<file path="src/blsc_pkg.sv">
// Shared types and constants for the bit-plane LED scanner.
// Used by the top level bitplane_led_scanner_core; no dependencies.
package blsc_pkg;

	localparam int OP_W        = 2;
	localparam int ADDR_W      = 7;
	localparam int DATA_W      = 8;
	localparam int BRIGHT_W    = 8;
	localparam int IN_TDATA_W  = 16;
	localparam int OUT_TDATA_W = 8;

	localparam logic [BRIGHT_W-1:0] BRIGHT_RESET = 8'd255;
	localparam logic [7:0]          ROUND_BIAS   = 8'd127;

	typedef enum logic [OP_W-1:0] {
		OP_WRITE = 2'd0,
		OP_SWAP  = 2'd1,
		OP_CLEAR = 2'd2,
		OP_TICK  = 2'd3
	} op_t;

endpackage

</file>
<file path="src/bitplane_led_scanner_core.sv">
// Double-buffered bit-plane LED scanner: frame memory, scan sequencer, output queue.
// Depends on blsc_pkg and blsc_ram.
// Write and swap transactions leave the input ready. A scan tick holds s_axis_tready low
// until its BYTES_PER_PLANE bytes are read through the single frame memory read port (one
// byte a cycle while the output queue has room); output stalls stretch this.
// The first byte of a tick passes the scan state, the registered read port and the output
// queue before it is valid; the rest follow one per cycle while the receiver takes them.
// A clear transaction runs a clearing pass over the back half of the frame memory, which
// holds the input off until the pass ends. Reset (arst_n low) clears all control state and
// sets brightness to full; a clearing pass over both halves follows before the input is ready.
module bitplane_led_scanner_core #(
	parameter int NUM_PLANES      = 4,
	parameter int BYTES_PER_PLANE = 32
) (
	input  logic                               clk,
	input  logic                               arst_n,
	input  logic                               cfg_valid,
	output logic                               cfg_ready,
	input  logic [blsc_pkg::BRIGHT_W-1:0]      cfg_data,     // brightness
	input  logic                               s_axis_tvalid,
	output logic                               s_axis_tready,
	input  logic [blsc_pkg::IN_TDATA_W-1:0]    s_axis_tdata, // address[6:0], data[14:7], zero
	input  logic [blsc_pkg::OP_W-1:0]          s_axis_tuser, // opcode[1:0]
	output logic                               m_axis_tvalid,
	input  logic                               m_axis_tready,
	output logic [blsc_pkg::OUT_TDATA_W-1:0]   m_axis_tdata, // shift_byte[7:0]
	output logic                               m_axis_tlast  // last_byte
);

	import blsc_pkg::*;

	localparam int FRAME_SIZE = NUM_PLANES * BYTES_PER_PLANE;
	localparam int WR_SPAN    = (FRAME_SIZE < 128) ? FRAME_SIZE : 128;
	localparam int OFF_W      = (FRAME_SIZE > 1) ? $clog2(FRAME_SIZE) : 1;
	localparam int WA_W       = (WR_SPAN > 1) ? $clog2(WR_SPAN) : 1;
	localparam int MEM_DEPTH  = 2 ** (WA_W + 1);
	localparam int PL_W       = (NUM_PLANES > 1) ? $clog2(NUM_PLANES) : 1;
	localparam int TK_W       = NUM_PLANES;
	localparam int IDX_W      = (BYTES_PER_PLANE > 1) ? $clog2(BYTES_PER_PLANE) : 1;
	localparam int CMP_W      = NUM_PLANES + 9;

	typedef enum logic [1:0] {
		ST_IDLE,
		ST_SCAN,
		ST_CLEAR
	} state_t;

	state_t                state_q;
	logic [BRIGHT_W-1:0]   bright_q;
	logic                  front_q;
	logic                  swap_q;
	logic [PL_W-1:0]       plane_q;
	logic [TK_W-1:0]       ticks_q;
	logic                  show_q;
	logic                  scan_front_q;
	logic [OFF_W-1:0]      plane_base_q;
	logic [IDX_W-1:0]      idx_q;
	logic [WA_W:0]         clr_addr_q;
	logic                  clr_both_q;

	logic                  rd_s1;
	logic                  inrange_s1;
	logic                  show_s1;
	logic                  last_s1;

	logic [DATA_W-1:0]     fq_data_q [2];
	logic                  fq_last_q [2];
	logic                  fq_rp_q;
	logic                  fq_wp_q;
	logic [1:0]            fq_cnt_q;

	logic                  in_acc;
	op_t                   op;
	logic [ADDR_W-1:0]     in_addr;
	logic [DATA_W-1:0]     in_data;
	logic                  wr_en;
	logic [WA_W:0]         wr_addr;
	logic                  clr_we;
	logic                  clr_last;
	logic                  ram_we;
	logic [WA_W:0]         ram_waddr;
	logic [DATA_W-1:0]     ram_wdata;
	logic                  issue;
	logic                  pop;
	logic [2:0]            occupancy;
	logic [OFF_W-1:0]      rd_off;
	logic [WA_W:0]         rd_addr;
	logic                  rd_inrange;
	logic [DATA_W-1:0]     ram_rdata;
	logic [DATA_W-1:0]     push_data;
	logic                  idx_last;

	logic [TK_W-1:0]       weight;
	logic [TK_W-1:0]       tk_dec;
	logic [PL_W-1:0]       plane_nx;
	logic [TK_W-1:0]       ticks_nx;
	logic                  do_swap;
	logic [CMP_W-1:0]      tick_one;
	logic [CMP_W-1:0]      cmp_lhs;
	logic [CMP_W-1:0]      cmp_rhs;
	logic                  show_nx;

	assign cfg_ready     = 1'b1;
	assign s_axis_tready = (state_q == ST_IDLE);
	assign in_acc        = s_axis_tvalid && s_axis_tready;
	assign op            = op_t'(s_axis_tuser);
	assign in_addr       = s_axis_tdata[ADDR_W-1:0];
	assign in_data       = s_axis_tdata[ADDR_W+DATA_W-1:ADDR_W];

	assign wr_en   = in_acc && (op == OP_WRITE) && (32'(in_addr) < FRAME_SIZE);
	assign wr_addr = {~front_q, in_addr[WA_W-1:0]};

	assign clr_we    = (state_q == ST_CLEAR);
	assign clr_last  = (&clr_addr_q[WA_W-1:0]) && (!clr_both_q || clr_addr_q[WA_W]);
	assign ram_we    = wr_en || clr_we;
	assign ram_waddr = clr_we ? clr_addr_q : wr_addr;
	assign ram_wdata = clr_we ? '0 : in_data;

	// Tick bookkeeping: weight of the current plane and the next counter values.
	always_comb begin
		weight   = TK_W'(1) << plane_q;
		tk_dec   = ticks_q - TK_W'(1);
		plane_nx = plane_q;
		ticks_nx = tk_dec;
		if (tk_dec == '0) begin
			if (32'(plane_q) == NUM_PLANES - 1) begin
				plane_nx = '0;
			end else begin
				plane_nx = plane_q + PL_W'(1);
			end
			ticks_nx = TK_W'(1) << plane_nx;
		end
		do_swap = swap_q && (plane_nx == '0) && (ticks_nx == TK_W'(1));
	end

	// The tick shows data when (index + 1) * 255 <= weight * brightness + 127.
	always_comb begin
		tick_one = CMP_W'(weight - ticks_q) + CMP_W'(1);
		cmp_lhs  = (tick_one << 8) - tick_one;
		cmp_rhs  = (CMP_W'(bright_q) << plane_q) + CMP_W'(ROUND_BIAS);
		show_nx  = (cmp_lhs <= cmp_rhs);
	end

	assign pop       = m_axis_tvalid && m_axis_tready;
	assign occupancy = 3'(fq_cnt_q) + 3'(rd_s1) - 3'(pop);
	assign issue     = (state_q == ST_SCAN) && (occupancy < 3'd2);
	assign idx_last  = (32'(idx_q) == BYTES_PER_PLANE - 1);
	assign rd_off    = plane_base_q + OFF_W'(idx_q);
	assign rd_inrange = (32'(rd_off) < WR_SPAN);
	assign rd_addr   = {scan_front_q, rd_off[WA_W-1:0]};

	blsc_ram #(
		.WIDTH(DATA_W),
		.DEPTH(MEM_DEPTH)
	) u_frame_ram (
		.clk  (clk),
		.we   (ram_we),
		.waddr(ram_waddr),
		.wdata(ram_wdata),
		.re   (issue),
		.raddr(rd_addr),
		.rdata(ram_rdata)
	);

	always_ff @(posedge clk or negedge arst_n) begin
		if (!arst_n) begin
			state_q      <= ST_CLEAR;
			front_q      <= 1'b0;
			swap_q       <= 1'b0;
			plane_q      <= '0;
			ticks_q      <= TK_W'(1);
			show_q       <= 1'b0;
			scan_front_q <= 1'b0;
			plane_base_q <= '0;
			idx_q        <= '0;
			clr_addr_q   <= '0;
			clr_both_q   <= 1'b1;
		end else begin
			unique case (state_q)
				ST_IDLE: begin
					if (in_acc) begin
						unique case (op)
							OP_WRITE: begin
							end
							OP_SWAP: begin
								swap_q <= 1'b1;
							end
							OP_CLEAR: begin
								state_q    <= ST_CLEAR;
								clr_addr_q <= {~front_q, WA_W'(0)};
								clr_both_q <= 1'b0;
							end
							OP_TICK: begin
								state_q      <= ST_SCAN;
								show_q       <= show_nx;
								scan_front_q <= front_q;
								plane_base_q <= OFF_W'(32'(plane_q) * BYTES_PER_PLANE);
								idx_q        <= '0;
								plane_q      <= plane_nx;
								ticks_q      <= ticks_nx;
								if (do_swap) begin
									front_q <= ~front_q;
									swap_q  <= 1'b0;
								end
							end
							default: begin
							end
						endcase
					end
				end
				ST_SCAN: begin
					if (issue) begin
						idx_q <= idx_q + IDX_W'(1);
						if (idx_last) begin
							state_q <= ST_IDLE;
						end
					end
				end
				ST_CLEAR: begin
					clr_addr_q <= clr_addr_q + (WA_W+1)'(1);
					if (clr_last) begin
						state_q <= ST_IDLE;
					end
				end
				default: begin
					state_q <= ST_IDLE;
				end
			endcase
		end
	end

	always_ff @(posedge clk or negedge arst_n) begin
		if (!arst_n) begin
			bright_q <= BRIGHT_RESET;
		end else if (cfg_valid && cfg_ready) begin
			bright_q <= cfg_data;
		end
	end

	always_ff @(posedge clk or negedge arst_n) begin
		if (!arst_n) begin
			rd_s1 <= 1'b0;
		end else begin
			rd_s1 <= issue;
		end
	end

	always_ff @(posedge clk) begin
		if (issue) begin
			inrange_s1 <= rd_inrange;
			show_s1    <= show_q;
			last_s1    <= idx_last;
		end
	end

	assign push_data = (show_s1 && inrange_s1) ? ram_rdata : '0;

	always_ff @(posedge clk or negedge arst_n) begin
		if (!arst_n) begin
			fq_rp_q  <= 1'b0;
			fq_wp_q  <= 1'b0;
			fq_cnt_q <= '0;
		end else begin
			if (rd_s1) begin
				fq_wp_q <= ~fq_wp_q;
			end
			if (pop) begin
				fq_rp_q <= ~fq_rp_q;
			end
			fq_cnt_q <= fq_cnt_q + 2'(rd_s1) - 2'(pop);
		end
	end

	always_ff @(posedge clk) begin
		if (rd_s1) begin
			fq_data_q[fq_wp_q] <= push_data;
			fq_last_q[fq_wp_q] <= last_s1;
		end
	end

	assign m_axis_tvalid = (fq_cnt_q != '0);
	assign m_axis_tdata  = fq_data_q[fq_rp_q];
	assign m_axis_tlast  = fq_last_q[fq_rp_q];

	a_queue_no_overflow: assert property (@(posedge clk) disable iff (!arst_n)
		rd_s1 |-> (fq_cnt_q != 2'd2 || pop))
		else $error("Output queue overflow.");

	a_scan_ends_on_last: assert property (@(posedge clk) disable iff (!arst_n)
		(issue && idx_last) |=> (state_q == ST_IDLE))
		else $error("Scan did not end after the last byte read.");

	a_swap_only_pending: assert property (@(posedge clk) disable iff (!arst_n)
		!$stable(front_q) |-> ($past(swap_q) && (plane_q == '0)))
		else $error("Front frame toggled without a pending swap at plane zero.");

endmodule

</file>
<file path="src/blsc_ram.sv">
// Generic single-clock RAM with one write port and one registered read port.
// No dependencies; contents are undefined after power-up.
module blsc_ram #(
	parameter int WIDTH = 8,
	parameter int DEPTH = 256
) (
	input  logic                     clk,
	input  logic                     we,
	input  logic [$clog2(DEPTH)-1:0] waddr,
	input  logic [WIDTH-1:0]         wdata,
	input  logic                     re,
	input  logic [$clog2(DEPTH)-1:0] raddr,
	output logic [WIDTH-1:0]         rdata
);

	logic [WIDTH-1:0] mem [DEPTH];

	always_ff @(posedge clk) begin
		if (we) begin
			mem[waddr] <= wdata;
		end
		if (re) begin
			rdata <= mem[raddr];
		end
	end

endmodule

</file>
<file path="config.mk">
export PLATFORM = sky130hd
export DESIGN_NAME = bitplane_led_scanner_core
export DESIGN_NICKNAME = d
export VERILOG_FILES = /design/src/blsc_pkg.sv /design/src/bitplane_led_scanner_core.sv /design/src/blsc_ram.sv
export SDC_FILE = /design/constraint.sdc
export NUM_CORES = 2
export LEC_CHECK = 0
export BUFFER_PORTS_ARGS = -buffer_cell sky130_fd_sc_hd__buf_2
export CORE_MARGIN = 2
export CORE_UTILIZATION = 45
export DETAILED_ROUTE_END_ITERATION = 10
export PLACE_DENSITY_LB_ADDON = 0.12
export SYNTH_ARGS = -nofsm -noshare
export SYNTH_HDL_FRONTEND = slang
export SYNTH_SLANG_ARGS = --single-unit
</file>
<file path="constraint.sdc">
create_clock -name clk -period 15.3 [get_ports clk]
set_clock_uncertainty 0.2 [all_clocks]
set_input_delay 3.06 -clock clk [delete_from_list [all_inputs] [get_ports clk]]
set_output_delay 3.06 -clock clk [all_outputs]
set_load 0.05 [all_outputs]
</file>
==> flow_metrics.env <==
export IMPL_cpMostUsedCell="ha_1"
export IMPL_hold_path_endpoint="fq_last_q[1]"
export IMPL_synth_ff_type="edfxtp_1"
export IMPL_die_h_um=437
export IMPL_via_per_inst=6.05
export IMPL_routedWlPerCell_um=32.8
export IMPL_initial_utilization_pct=45.3
export IMPL_p_sw_share_pct=32.8
export IMPL_drv_cap=0
export IMPL_maxSlewViolCount=0
export IMPL_root_buffer="clkbuf_16"
export IMPL_critPathMaxFanout=21
export IMPL_synth_area_leaders="edfxtp_1, mux4_2, mux2i_1"
export IMPL_layout_setup_ws_ps=9240
export IMPL_grt_pass1_vias=42338
export IMPL_synth_edf_count=2076
export IMPL_drc_errors=0
export IMPL_cp_start_kind="flop"
export IMPL_outcome="complete, no violations"
export IMPL_worst_slew_margin_rel_pct=9.94
export IMPL_leakage_uw=0.0293
export IMPL_most_common_layout_cells="edfxtp_1, mux4_2, nor2_1"
export IMPL_yosys_area_top_type_share_pct=74.0
export IMPL_cp_top_family="adder cells"
export IMPL_finalSetupViolations=0
export IMPL_htree_levels=4
export IMPL_fillers=15014
export IMPL_clkTransAtPathRegs_ps=60
export IMPL_fin_crit_ps=6060
export IMPL_comb_power_share_pct=29.5
export IMPL_whs_path_depth=0
export IMPL_fin_crit_sh_pct=39.6
export IMPL_cts_buffers=213
export IMPL_synth_compound_area_share_pct=3.28
export IMPL_synth_top_area_cell="edfxtp_1"
export IMPL_hold_path_class="reg -> reg"
export IMPL_synth_cell_types=81
export IMPL_synth_xor_xnor_area_share_pct=0.318
export IMPL_critPathBufInv=4
export IMPL_fin_nets=4383
export IMPL_die_x_um=437
export IMPL_path_cells="clkinv_1 -> ha_1 -> inv_1 -> ha_1 -> fa_1 -> inv_1 -> ha_1 -> inv_1 -> or4_1 -> xnor2_1 -> ha_1 -> and2_1 -> nor2b_1 -> xnor2_1 -> ha_1 -> and4_1 -> nand2_1 -> o2111ai_1 -> o311ai_0 -> a31o_1"
export IMPL_dr_pass1_iters=7
export IMPL_critPathMaxStageDelay_ps=860
export IMPL_synth_simple_area_share_pct=3.32
export IMPL_vias=42258
export IMPL_initialDrtViolationCount=4587
export IMPL_cts_buffer_depth=3
export IMPL_endpoint_kind="flop"
export IMPL_final_common_cell="edfxtp_1"
export IMPL_area_growth_pct=11.3
export IMPL_grt_max_degree=189
export IMPL_synth_top_family_by_area="multiplexers"
export IMPL_yosysWarnings=0
export IMPL_syn_inst=4211
export IMPL_peakVddDrop_mv=0.135
export IMPL_routabilityCongestion=0.802
export IMPL_final_hold_violation_count=0
export IMPL_grt_pass1_wl_um=325000
export IMPL_regArea_um2=63400
export IMPL_io_buffers=40
export IMPL_ios=43
export IMPL_yosys_register_bits=2117
export IMPL_layout_drive_gt1_share_pct=22.0
export IMPL_clock_sinks=2117
export IMPL_cts_setup_buffers=0
export IMPL_powerDensity_nw_per_um2=182
export IMPL_die_area_um2=191000
export IMPL_fin_area_um2=93800
export IMPL_antenna_found_initial=7
export IMPL_multi_input_area_um2=19400
export IMPL_hold_start="last_s1"
export IMPL_worstReg2RegStart="plane_q[1]"
export IMPL_switchingPower_uw=5600
export IMPL_core_um2=186000
export IMPL_row_count=158
export IMPL_place_area_um2=87100
export IMPL_ant_nets=0
export IMPL_seq_area_frac_synth_pct=75.2
export IMPL_fmax_ghz=0.165
export IMPL_track_usage_pct=24.0
export IMPL_worst_pin_slew_ps=1330
export IMPL_synth_area_mux_share_pct=15.5
export IMPL_p_int_uw=11500
export IMPL_fin_tns_setup_ps=0
export IMPL_post_dp_hpwl_um=134000
export IMPL_r2r_end="show_q"
export IMPL_ctsResizeCount=0
export IMPL_p_clk_share_pct=29.7
export IMPL_setup_worst_path_class="reg -> reg"
export IMPL_cp_data_arrival_time_ps=6600
export IMPL_wirelength_um=229000
export IMPL_grt_overflow_total=0
export IMPL_cts_tree="done"
export IMPL_async_flop_share_pct=1.94
export IMPL_synthAdderAreaFrac_pct=0.508
export IMPL_ff2ff_path_depth=20
export IMPL_synth_area_per_cell_um2=20.0
export IMPL_power_frac_seq_pct=40.9
export IMPL_synthesis_nets=4275
export IMPL_clock_latency_ps=850
export IMPL_post_place_ws_ps=8750
export IMPL_synth_area_um2=84300
export IMPL_slowest_stage="dfrtp_1"
export IMPL_ctsHoldBuffers=0
export IMPL_rsz0062_at_grt="false"
export IMPL_required_ps=15830
export IMPL_r2r_slack_ps=9240
[worst reg2reg max path, cell delays in order, from the launching register on]
cell,delay [ps]
dfrtp_1,860
clkinv_1,580
ha_1,370
inv_1,70
ha_1,180
fa_1,460
inv_1,80
ha_1,180
inv_1,60
or4_1,540
xnor2_1,330
ha_1,200
and2_1,140
nor2b_1,300
xnor2_1,140
ha_1,310
and4_1,220
nand2_1,80
o2111ai_1,190
o311ai_0,200
a31o_1,250
[sequential cells by signal (all words and copies together) (netlist names), 4 cells and up]
register           count
ticks_q                4
idx_q                  5
bright_q               8
u_frame_ram.rdata      8
u_frame_ram.mem     2048
clr_addr_q             8
fq_data_q             16
[power groups by stage]
stage | Clock (uW) | Combinational, uW | Sequential (uW)
after floorplan | 0 | 3320 | 7090
after detailed placement | 0 | 5060 | 7100
after CTS | 5150 | 5080 | 6980
after global routing | 5380 | 5320 | 6990
after global placement | 0 | 5040 | 7100
final | 5070 | 5040 | 6980
[how the worst max path moves through the flow]
stage | startpoint | to | slack, ps | depth (start not counted)
6_report | plane_q[1] | show_q | 9240 | 20
5_1_grt | plane_q[1] | show_q | 8820 | 20
4_1_cts | plane_q[1] | show_q | 9190 | 19
3_3_place_gp | s_axis_tvalid | u_frame_ram.mem[245][0] | 8830 | 8
2_1_floorplan | s_axis_tdata[7] | u_frame_ram.mem[0][0] | 7930 | 1
3_5_place_dp | s_axis_tdata[9] | u_frame_ram.mem[205][2] | 8750 | 4
[layer usage]
metal	wire length, um	vias to the layer above	track usage [%]
met1	98300	22831	34.5
met2	109000	1515	37.8
met3	14700	353	3.96
met5	0	-	0
li1	-	17559	-
met4	7400	0	7.66
[area by class of cell]
type,instances,share of cell area (%)
clock buffer,277,5.96
inverter,30,0.127
clock inverter,123,1.24
multi-input combinational,1815,20.7
timing repair buffer,142,1.12
antenna,1,0.00267
tap,2480,3.31
sequential,2117,67.6
[Yosys cell counts, drive strengths merged, types with 4 or more instances]
library cell / number
and3: 5
o211ai: 12
or3: 13
nand3b: 19
o21ai: 76
nor3: 10
nand3: 31
buf: 131
and2: 35
mux4: 475
a2111oi: 6
a211o: 4
o22a: 4
nor2: 348
dfstp: 11
a21oi: 86
nor2b: 15
nand2: 145
a221oi: 37
a22o: 4
ha: 31
nand4: 10
a211oi: 12
nand2b: 8
xnor2: 14
mux2: 25
edfxtp: 2076
a22oi: 21
dfrtp: 30
inv: 28
a31oi: 12
clkbuf: 118
xor2: 14
a41oi: 6
mux2i: 205
o22ai: 33
a21o: 7
a31o: 4
o32ai: 4
o221ai: 37
o31ai: 7
[metrics by stage]
step	std cells	total power, uW	util, %	hold slack, ps
2_1_floorplan	4211	10400	-	217
3_3_place_gp	6584	12100	46.8	229
3_5_place_dp	6584	12200	46.8	247
4_1_cts	6984	17200	50.5	261
5_1_grt	6985	17700	50.5	273
6_report	6985	17100	50.5	268
[cells by family after synthesis]
logic type,Yosys count
compound gates,399
simple gates,648
flops,2117
buf+inv,279
mux,705
fa+ha+maj,33
xor+xnor,29
other cells,1
Note: power is estimated with default switching activity, not from simulation.
